===== src/hdl/rtcc_pkg.sv =====
// ----------------------------------------------------------------------------
// rtcc_pkg
// Shared types and register codes for the real-time compare counter.
// ----------------------------------------------------------------------------
package rtcc_pkg;

   typedef enum logic [1:0] {
      KIND_TICK  = 2'd0,
      KIND_READ  = 2'd1,
      KIND_WRITE = 2'd2
   } req_kind_type;

   // fixed register codes; the rest follow from the channel count
   localparam logic [4:0] REG_START  = 5'd0;
   localparam logic [4:0] REG_STOP   = 5'd1;
   localparam logic [4:0] REG_CLEAR  = 5'd2;
   localparam logic [4:0] REG_TRIG   = 5'd3;
   localparam logic [4:0] REG_EVTICK = 5'd4;
   localparam logic [4:0] REG_EVOVF  = 5'd5;
   localparam logic [4:0] REG_EVCMP  = 5'd6;

   // offsets past the compare event words
   localparam int OFS_INTENSET  = 0;
   localparam int OFS_INTENCLR  = 1;
   localparam int OFS_EVTEN     = 2;
   localparam int OFS_EVTENSET  = 3;
   localparam int OFS_EVTENCLR  = 4;
   localparam int OFS_COUNTER   = 5;
   localparam int OFS_PRESCALER = 6;
   localparam int OFS_CC        = 7;

   localparam int EN_TICK_BIT = 0;
   localparam int EN_OVF_BIT  = 1;
   localparam int EN_CMP_BIT  = 16;

   typedef struct packed {
      logic [1:0]  kind;
      logic [4:0]  reg_index;
      logic [31:0] write_data;
   } request_type;

   typedef struct packed {
      logic [31:0] read_data;
      logic        irq_pulse;
      logic        notify_pulse;
      logic        bad_write;
   } result_type;

endpackage


===== src/hdl/rtcc_in_reg.sv =====
// ----------------------------------------------------------------------------
// rtcc_in_reg
// Input register: holds one request transaction until the engine takes it.
// ----------------------------------------------------------------------------
module rtcc_in_reg (
   input  logic                  clock,
   input  logic                  reset,
   input  logic                  req_valid,
   output logic                  req_ready,
   input  rtcc_pkg::request_type req_in,
   input  logic                  advance,
   output logic                  stage_valid,
   output rtcc_pkg::request_type stage_req
);

   logic                  valid_ff;
   logic                  valid_in;
   rtcc_pkg::request_type req_ff;
   logic                  take;

   assign req_ready   = !valid_ff || advance;
   assign take        = req_valid && req_ready;
   assign valid_in    = take ? 1'b1 : (advance ? 1'b0 : valid_ff);
   assign stage_valid = valid_ff;
   assign stage_req   = req_ff;

   always_ff @(posedge clock) begin
      if (reset) begin
         valid_ff <= 1'b0;
      end else begin
         valid_ff <= valid_in;
      end
   end

   always_ff @(posedge clock) begin
      if (take) begin
         req_ff <= req_in;
      end
   end

endmodule


===== src/hdl/rtcc_engine.sv =====
// ----------------------------------------------------------------------------
// rtcc_engine
// Register file, counter, prescaler and event logic; one transaction per go.
// ----------------------------------------------------------------------------
module rtcc_engine #(
   parameter int COUNT_BITS       = 24,
   parameter int COMPARE_CHANNELS = 4,
   parameter int PRESCALE_MAX     = 4095
) (
   input  logic                  clock,
   input  logic                  reset,
   input  logic                  go,
   input  rtcc_pkg::request_type req,
   output rtcc_pkg::result_type  result
);

   localparam int CH = COMPARE_CHANNELS;
   localparam int PW = $clog2(PRESCALE_MAX + 1);
   localparam int BASE = int'(rtcc_pkg::REG_EVCMP) + CH;
   localparam logic [4:0] R_INTENSET  = 5'(BASE + rtcc_pkg::OFS_INTENSET);
   localparam logic [4:0] R_INTENCLR  = 5'(BASE + rtcc_pkg::OFS_INTENCLR);
   localparam logic [4:0] R_EVTEN     = 5'(BASE + rtcc_pkg::OFS_EVTEN);
   localparam logic [4:0] R_EVTENSET  = 5'(BASE + rtcc_pkg::OFS_EVTENSET);
   localparam logic [4:0] R_EVTENCLR  = 5'(BASE + rtcc_pkg::OFS_EVTENCLR);
   localparam logic [4:0] R_COUNTER   = 5'(BASE + rtcc_pkg::OFS_COUNTER);
   localparam logic [4:0] R_PRESCALER = 5'(BASE + rtcc_pkg::OFS_PRESCALER);
   localparam int         R_CC        = BASE + rtcc_pkg::OFS_CC;
   localparam int         NREGS       = R_CC + CH;
   localparam logic [COUNT_BITS-1:0] COUNT_ALL  = '1;
   localparam logic [COUNT_BITS-1:0] TRIG_VALUE = {{(COUNT_BITS-4){1'b1}}, 4'b0000};
   localparam logic [31:0] PMAX32 = 32'(PRESCALE_MAX);

   logic [COUNT_BITS-1:0] count_ff, count_in;
   logic [31:0] start_ff, start_in, stop_ff, stop_in;
   logic [31:0] clear_ff, clear_in, trig_ff, trig_in;
   logic [31:0] evtick_ff, evtick_in, evovf_ff, evovf_in;
   logic [31:0] evcmp_ff [CH];
   logic [31:0] evcmp_in [CH];
   logic [31:0] cc_ff [CH];
   logic [31:0] cc_in [CH];
   logic [31:0] emask_ff, emask_in, imask_ff, imask_in;
   logic [31:0] evtenset_ff, evtenset_in, evtenclr_ff, evtenclr_in;
   logic [PW-1:0] presc_ff, presc_in, pcount_ff, pcount_in;
   logic armed_ff, armed_in, clrreq_ff, clrreq_in, skip_ff, skip_in;

   always_comb begin
      logic [4:0]  idx;
      logic [31:0] data;
      logic [31:0] rd;
      logic        irq, notify, bad, running, armed_n;
      rtcc_pkg::req_kind_type kind;

      idx  = req.reg_index;
      data = req.write_data;
      kind = rtcc_pkg::req_kind_type'(req.kind);
      rd = '0;
      irq = 1'b0;
      notify = 1'b0;
      bad = 1'b0;
      running = !((stop_ff != '0) && (start_ff == '0));
      armed_n = armed_ff;

      count_in = count_ff;
      start_in = start_ff;
      stop_in = stop_ff;
      clear_in = clear_ff;
      trig_in = trig_ff;
      evtick_in = evtick_ff;
      evovf_in = evovf_ff;
      evcmp_in = evcmp_ff;
      cc_in = cc_ff;
      emask_in = emask_ff;
      imask_in = imask_ff;
      evtenset_in = evtenset_ff;
      evtenclr_in = evtenclr_ff;
      presc_in = presc_ff;
      pcount_in = pcount_ff;
      armed_in = armed_ff;
      clrreq_in = clrreq_ff;
      skip_in = skip_ff;

      case (kind)
         rtcc_pkg::KIND_TICK: begin
            if (running) begin
               if (pcount_ff >= presc_ff) begin
                  pcount_in = '0;
                  if (emask_ff[rtcc_pkg::EN_OVF_BIT] && (count_ff == COUNT_ALL)) begin
                     armed_n = 1'b1;
                  end
                  if (emask_ff[rtcc_pkg::EN_TICK_BIT]) begin
                     evtick_in = 32'd1;
                     if (imask_ff[rtcc_pkg::EN_TICK_BIT]) begin
                        irq = 1'b1;
                     end
                  end
                  if (armed_n && (count_ff == '0) && !skip_ff) begin
                     evovf_in = 32'd1;
                     notify = 1'b1;
                     if (imask_ff[rtcc_pkg::EN_OVF_BIT]) begin
                        irq = 1'b1;
                     end
                     armed_n = 1'b0;
                  end
                  for (int i = 0; i < CH; i++) begin
                     if (emask_ff[rtcc_pkg::EN_CMP_BIT + i] && !skip_ff &&
                         (cc_ff[i] == 32'(count_ff))) begin
                        evcmp_in[i] = 32'd1;
                        notify = 1'b1;
                        if (imask_ff[rtcc_pkg::EN_CMP_BIT + i]) begin
                           irq = 1'b1;
                        end
                     end
                  end
                  armed_in = armed_n;
                  count_in = clrreq_ff ? '0 : count_ff + 1'b1;
                  skip_in = clrreq_ff;
                  clrreq_in = 1'b0;
                  clear_in = '0;
               end else begin
                  pcount_in = pcount_ff + 1'b1;
               end
            end
         end
         rtcc_pkg::KIND_READ: begin
            if (idx == rtcc_pkg::REG_START) rd = start_ff;
            if (idx == rtcc_pkg::REG_STOP) rd = stop_ff;
            if (idx == rtcc_pkg::REG_CLEAR) rd = clear_ff;
            if (idx == rtcc_pkg::REG_TRIG) rd = trig_ff;
            if (idx == rtcc_pkg::REG_EVTICK) rd = evtick_ff;
            if (idx == rtcc_pkg::REG_EVOVF) rd = evovf_ff;
            if (idx == R_INTENSET || idx == R_INTENCLR) rd = imask_ff;
            if (idx == R_EVTEN) rd = emask_ff;
            if (idx == R_EVTENSET) rd = evtenset_ff;
            if (idx == R_EVTENCLR) rd = evtenclr_ff;
            if (idx == R_COUNTER) rd = 32'(count_ff);
            if (idx == R_PRESCALER) rd = 32'(presc_ff);
            for (int i = 0; i < CH; i++) begin
               if (idx == 5'(int'(rtcc_pkg::REG_EVCMP) + i)) rd = evcmp_ff[i];
               if (idx == 5'(R_CC + i)) rd = cc_ff[i];
            end
         end
         rtcc_pkg::KIND_WRITE: begin
            if (int'(idx) < NREGS) begin
               if (idx == rtcc_pkg::REG_START) begin
                  start_in = data;
                  if (data != '0) stop_in = '0;
               end
               if (idx == rtcc_pkg::REG_STOP) begin
                  stop_in = data;
                  if (data != '0) start_in = '0;
               end
               if (idx == rtcc_pkg::REG_CLEAR) begin
                  clear_in = data;
                  clrreq_in = 1'b1;
               end
               if (idx == rtcc_pkg::REG_TRIG) begin
                  trig_in = data;
                  count_in = TRIG_VALUE;
               end
               if (idx == rtcc_pkg::REG_EVTICK) begin
                  evtick_in = data;
                  notify = 1'b1;
               end
               if (idx == rtcc_pkg::REG_EVOVF) begin
                  evovf_in = data;
                  notify = 1'b1;
               end
               for (int i = 0; i < CH; i++) begin
                  if (idx == 5'(int'(rtcc_pkg::REG_EVCMP) + i)) begin
                     evcmp_in[i] = data;
                     notify = 1'b1;
                  end
                  if (idx == 5'(R_CC + i)) cc_in[i] = data;
               end
               if (idx == R_INTENSET) imask_in = imask_ff | data;
               if (idx == R_INTENCLR) imask_in = imask_ff & ~data;
               if (idx == R_EVTEN) emask_in = data;
               if (idx == R_EVTENSET) begin
                  evtenset_in = data;
                  emask_in = emask_ff | data;
               end
               if (idx == R_EVTENCLR) begin
                  evtenclr_in = data;
                  emask_in = emask_ff & ~data;
               end
               if (idx == R_PRESCALER) begin
                  if (data > PMAX32) bad = 1'b1;
                  else presc_in = PW'(data);
               end
            end
         end
         default: begin
         end
      endcase

      result.read_data    = rd;
      result.irq_pulse    = irq;
      result.notify_pulse = notify;
      result.bad_write    = bad;
   end

   always_ff @(posedge clock) begin
      if (reset) begin
         count_ff <= '0;
         start_ff <= '0;
         stop_ff <= 32'd1;
         clear_ff <= '0;
         trig_ff <= '0;
         evtick_ff <= '0;
         evovf_ff <= '0;
         for (int i = 0; i < CH; i++) begin
            evcmp_ff[i] <= '0;
            cc_ff[i] <= '0;
         end
         emask_ff <= '0;
         imask_ff <= '0;
         evtenset_ff <= '0;
         evtenclr_ff <= '0;
         presc_ff <= '0;
         pcount_ff <= '0;
         armed_ff <= 1'b0;
         clrreq_ff <= 1'b0;
         skip_ff <= 1'b0;
      end else if (go) begin
         count_ff <= count_in;
         start_ff <= start_in;
         stop_ff <= stop_in;
         clear_ff <= clear_in;
         trig_ff <= trig_in;
         evtick_ff <= evtick_in;
         evovf_ff <= evovf_in;
         evcmp_ff <= evcmp_in;
         cc_ff <= cc_in;
         emask_ff <= emask_in;
         imask_ff <= imask_in;
         evtenset_ff <= evtenset_in;
         evtenclr_ff <= evtenclr_in;
         presc_ff <= presc_in;
         pcount_ff <= pcount_in;
         armed_ff <= armed_in;
         clrreq_ff <= clrreq_in;
         skip_ff <= skip_in;
      end
   end

endmodule


===== src/hdl/rtcc_out_reg.sv =====
// ----------------------------------------------------------------------------
// rtcc_out_reg
// Result register: holds one response transaction until it is taken.
// ----------------------------------------------------------------------------
module rtcc_out_reg (
   input  logic                 clock,
   input  logic                 reset,
   input  logic                 load,
   input  rtcc_pkg::result_type result_in,
   output logic                 room,
   output logic                 rsp_valid,
   input  logic                 rsp_ready,
   output rtcc_pkg::result_type rsp_out
);

   logic                 valid_ff;
   logic                 valid_in;
   rtcc_pkg::result_type result_ff;

   assign room      = !valid_ff || rsp_ready;
   assign valid_in  = load ? 1'b1 : (rsp_ready ? 1'b0 : valid_ff);
   assign rsp_valid = valid_ff;
   assign rsp_out   = result_ff;

   always_ff @(posedge clock) begin
      if (reset) begin
         valid_ff <= 1'b0;
      end else begin
         valid_ff <= valid_in;
      end
   end

   always_ff @(posedge clock) begin
      if (load) begin
         result_ff <= result_in;
      end
   end

endmodule


===== src/hdl/rtc_compare_counter_core.sv =====
// ----------------------------------------------------------------------------
// rtc_compare_counter_core
// Real-time counter with compare channels, prescaler and event/interrupt masks.
//
//   channel   direction   ports
//   req       in          req_valid/req_ready, req_type, req_reg_index,
//                         req_write_data
//   rsp       out         rsp_valid/rsp_ready, rsp_read_data, rsp_irq_pulse,
//                         rsp_notify_pulse, rsp_bad_write
//
// A request passes through the input register, then the result register.
// One transaction per cycle sustained while the response is not stalled; the
// engine updates state as it loads the result register.
// Reset clears the valid flags and all engine state; the stop word resets to one.
// A stalled response holds the input register, which then drops req_ready.
// ----------------------------------------------------------------------------
module rtc_compare_counter_core #(
   parameter int COUNT_BITS       = 24,
   parameter int COMPARE_CHANNELS = 4,
   parameter int PRESCALE_MAX     = 4095
) (
   input  logic        clock,
   input  logic        reset,
   input  logic        req_valid,
   output logic        req_ready,
   input  logic [1:0]  req_type,
   input  logic [4:0]  req_reg_index,
   input  logic [31:0] req_write_data,
   output logic        rsp_valid,
   input  logic        rsp_ready,
   output logic [31:0] rsp_read_data,
   output logic        rsp_irq_pulse,
   output logic        rsp_notify_pulse,
   output logic        rsp_bad_write
);

   rtcc_pkg::request_type req_in;
   rtcc_pkg::request_type stage_req;
   rtcc_pkg::result_type  result;
   rtcc_pkg::result_type  rsp_out;
   logic                  stage_valid;
   logic                  room;
   logic                  advance;

   assign req_in.kind       = req_type;
   assign req_in.reg_index  = req_reg_index;
   assign req_in.write_data = req_write_data;
   assign advance           = stage_valid && room;

   rtcc_in_reg u_in_reg (
      .clock       (clock),
      .reset       (reset),
      .req_valid   (req_valid),
      .req_ready   (req_ready),
      .req_in      (req_in),
      .advance     (advance),
      .stage_valid (stage_valid),
      .stage_req   (stage_req)
   );

   rtcc_engine #(
      .COUNT_BITS       (COUNT_BITS),
      .COMPARE_CHANNELS (COMPARE_CHANNELS),
      .PRESCALE_MAX     (PRESCALE_MAX)
   ) u_engine (
      .clock  (clock),
      .reset  (reset),
      .go     (advance),
      .req    (stage_req),
      .result (result)
   );

   rtcc_out_reg u_out_reg (
      .clock     (clock),
      .reset     (reset),
      .load      (advance),
      .result_in (result),
      .room      (room),
      .rsp_valid (rsp_valid),
      .rsp_ready (rsp_ready),
      .rsp_out   (rsp_out)
   );

   assign rsp_read_data    = rsp_out.read_data;
   assign rsp_irq_pulse    = rsp_out.irq_pulse;
   assign rsp_notify_pulse = rsp_out.notify_pulse;
   assign rsp_bad_write    = rsp_out.bad_write;

endmodule


===== config.mk =====
export PLATFORM = sky130hd
export DESIGN_NAME = rtc_compare_counter_core
export DESIGN_NICKNAME = d
export VERILOG_FILES = /design/src/hdl/rtcc_pkg.sv /design/src/hdl/rtcc_in_reg.sv /design/src/hdl/rtcc_engine.sv /design/src/hdl/rtcc_out_reg.sv /design/src/hdl/rtc_compare_counter_core.sv
export SDC_FILE = /design/constraint.sdc
export NUM_CORES = 2
export LEC_CHECK = 0
export BUFFER_PORTS_ARGS = -buffer_cell sky130_fd_sc_hd__buf_2
export CELL_PAD_IN_SITES_DETAIL_PLACEMENT = 1
export CELL_PAD_IN_SITES_GLOBAL_PLACEMENT = 1
export CORE_MARGIN = 2
export CORE_UTILIZATION = 49
export DETAILED_ROUTE_END_ITERATION = 7
export GPL_TIMING_DRIVEN = 0
export PLACE_DENSITY_LB_ADDON = 0.1
export SYNTH_ARGS = -nofsm -noshare
export SYNTH_HDL_FRONTEND = slang
export SYNTH_SLANG_ARGS = --single-unit

===== constraint.sdc =====
create_clock -name clock -period 3 [get_ports clock]
set_input_delay 0 -clock clock [delete_from_list [all_inputs] [get_ports clock]]
set_output_delay 0 -clock clock [all_outputs]
set_load 0.02 [all_outputs]

==> flow_summary.json <==
{
  "netlist.area_leader.share_pct": 38.3,
  "initial_core_util_pct": 49.3,
  "synth_most_common_cell": "nand2_1",
  "synthArstFlopShare_pct": 0,
  "fin_crit_sh_pct": 103,
  "die_y_um": 263,
  "yosys_warnings": 0,
  "timing.final.ws_setup_ns": -0.0986,
  "h-tree-depth": 3,
  "crit_type": "register to register",
  "holdCritPathClass": "input port to register",
  "utilization_pct": 58.6,
  "dp_worst_setup_slack_ns": -1.35,
  "relSlewSlack_pct": 5.74,
  "max_stage_delay_ns": 0.47,
  "gp_congestion": 1.02,
  "first_pass_iters": 6,
  "cts_tree": "built",
  "layoutNonFillerInstCount": 4949,
  "vias_per_cell": 6.69,
  "tns_ns": -0.547,
  "endpoint_kind": "register",
  "grt_max_degree": 38,
  "ant_nets": 0,
  "synth_area_leaders": "dfxtp_1, mux2i_1, nand2_1, edfxtp_1, a21oi_1",
  "die-area_um2": 69200,
  "worstPathMaxFanout": 10,
  "grt_pass1_wl_um": 228000,
  "cts_inserted_buffers": 80,
  "period_needed_ns": 3.10,
  "min-delay-start": "req_write_data[14]",
  "violations": "negative setup slack",
  "slew_viol_final": 0,
  "skew_ns": 0.0268,
  "die_w_um": 263,
  "tightest_slew_ns": 1.40,
  "synth-seq-cells": 703,
  "syn_area_per_cell_um2": 8.74,
  "yosysSeqAreaShare_pct": 45.0,
  "peakVddDrop_uv": 452,
  "crit_arrival_ns": 3.49,
  "clk_pin_slew_ns": 0.06,
  "wirelength_um": 161000,
  "drc": 0,
  "netlist_area_um2": 32900,
  "r2r-start": "u_in_reg.stage_req[34]",
  "synth_nets": 3822,
  "post-dp-hpwl_um": 120000,
  "timing.fmax_mhz": 323,
  "rsz0062_at_grt": "true",
  "p_leak_nw": 14.1,
  "pin_count": 80,
  "drive_gt1_share_pct": 15.1,
  "p_total_w": 0.0216,
  "syn_inst": 3764,
  "synthTopCellsByCount": "nand2_1, dfxtp_1, mux2i_1",
  "dp.cells": 4718,
  "clkLatencyLatePin_ns": 0.66,
  "root_buffer": "clkbuf_16",
  "path_cells": "buf_2 -> clkbuf_4 -> nor3b_4 -> buf_4 -> nand2_4 -> clkbuf_4 -> o21ai_0 -> nor2_1 -> o21ai_2 -> o21ai_0",
  "grt_usage_pct": 45.1,
  "clock-sinks": 703,
  "crit_start": "u_in_reg.stage_req[34]",
  "grt_overflow": 0,
  "worstPathRequired_ns": 3.39,
  "clockBufferDepth": 3,
  "drt-initial-drc-count": 4263,
  "max_cap_violations": 0,
  "antenna_found_initial": 12,
  "core_um2": 66800,
  "synth_edf_count": 74,
  "avgRoutedWirePerCell_um": 32.6,
  "grt_pass1_vias": 33200,
  "row_count": 95,
  "vias": 33100,
  "setup_viol": 17,
  "areaGrowthSynthToFinish_pct": 19.0,
  "ys.flop_type": "dfxtp_1",
  "crit_slowest_cell": "edfxtp_1",
  "synth_top_cell_by_area": "dfxtp_1",
  "portBuffers": 78,
  "status": "complete, but fails checks",
  "timing.final.hold_violations": 0,
  "num-nets-final": 4068,
  "synthDistinctLibCells": 91,
  "p_per_area_nw_per_um2": 552,
  "worstSetupStartpointType": "register"
}
[critical path, delay by kind of cell, from the launching register on]
family | cells | cell delay [ns]
buf+inv | 4 | 1.14
compound gates | 3 | 0.71
simple gates | 3 | 0.50
flops | 1 | 0.47
[flip-flops by register name (all words and copies together), names as in the netlist, 35 cells and up, named ones only]
| signal | cells |
|---|---|
| u_engine.evcmp_ff | 128 |
| u_out_reg.rsp_out | 35 |
| u_engine.cc_ff | 128 |
| u_in_reg.stage_req | 39 |
[layout make-up]
class	count	area (um^2)
tap	873	1090
fill	7752	27600
clock buffer	120	2360
timing repair buffer	172	1340
multi-input combinational	2685	17300
sequential	703	14800
antenna	3	7.51
clock inverter	25	283
buffer	343	1870
inverter	25	95.1
[final timing paths]
kind / slack (ns) / depth (start not counted) / to
min: 0.04 / 2 / u_in_reg.stage_req[14]
max: -0.1 / 10 / u_out_reg.rsp_out[3]
max reg2reg: -0.1 / 10 / u_out_reg.rsp_out[3]
min reg2reg: 0.46 / 2 / u_engine.trig_ff[22]
[per-layer routing]
metal	wire length [um]	part of all wire, %	global-route usage, %
met3	16100	10	10.2
met5	86	0.053	0
met2	69800	43	68.8
met1	61600	38	56.1
met4	13600	8.4	33.2
[layout by cell type (no fill, tap or decap), types with 12 or more instances in the layout]
cell,synthesis,final
nand2_1,689,676
dfxtp_1,629,624
mux2i_1,363,362
a21oi_1,347,342
nor2_1,268,251
clkbuf_1,241,191
nand3_1,145,143
buf_2,69,116
o21ai_0,106,100
clkbuf_16,0,83
edfxtp_1,74,74
buf_4,11,72
xnor2_1,73,67
o22ai_1,68,67
dlygate4sd3_1,0,42
nand4_1,41,41
clkbuf_2,0,41
nor4_1,49,40
a22oi_1,38,38
a311oi_1,34,33
xor2_1,29,29
clkbuf_4,0,28
buf_6,7,26
a221oi_1,32,26
nor3_1,30,23
inv_1,22,22
mux2_2,22,22
a31oi_1,26,21
o221ai_1,28,20
a221o_1,19,19
clkbuf_8,0,16
ha_1,15,15
and3_1,14,14
nor3_4,3,12
nor2_4,0,12
a211oi_2,1,12
[report_power, final]
part / switching (W) / internal (W) / total (W)
clock network: 0.00432 / 0.00580 / 0.0101
registers: 0.0000789 / 0.00958 / 0.00965
logic: 0.00135 / 0.000467 / 0.00182
[logic make-up after synthesis]
group,synth area share (%)
AND/OR/NAND/NOR,17.9
AO/OA/AOI/OAI,16.5
flip-flops,45.0
multiplexers,12.2
buffers and inverters,4.94
XOR/XNOR,2.86
adder cells (fa/ha/maj),0.570
[stage by stage]
step / area (um^2) / hold slack [ns]
finish: 39200 / 0.0444
CTS: 38800 / 0.0249
global route: 39100 / 0.0563
global placement: 34400 / 0.176
detailed placement: 34400 / 0.178
floorplan: 32900 / 0.0989
[timing repair]
item / 4_1_cts / 5_1_grt
gates resized for setup: 288 / 90
setup endpoints to repair: 652 / 449
cloned: 0 / 0
buffers inserted: 37 / 12
hold endpoints to repair: 43 / 0
hold buffers: 42 / 0
pin swaps: 18 / 20
No activity file was read; power rests on OpenSTA's default activity.
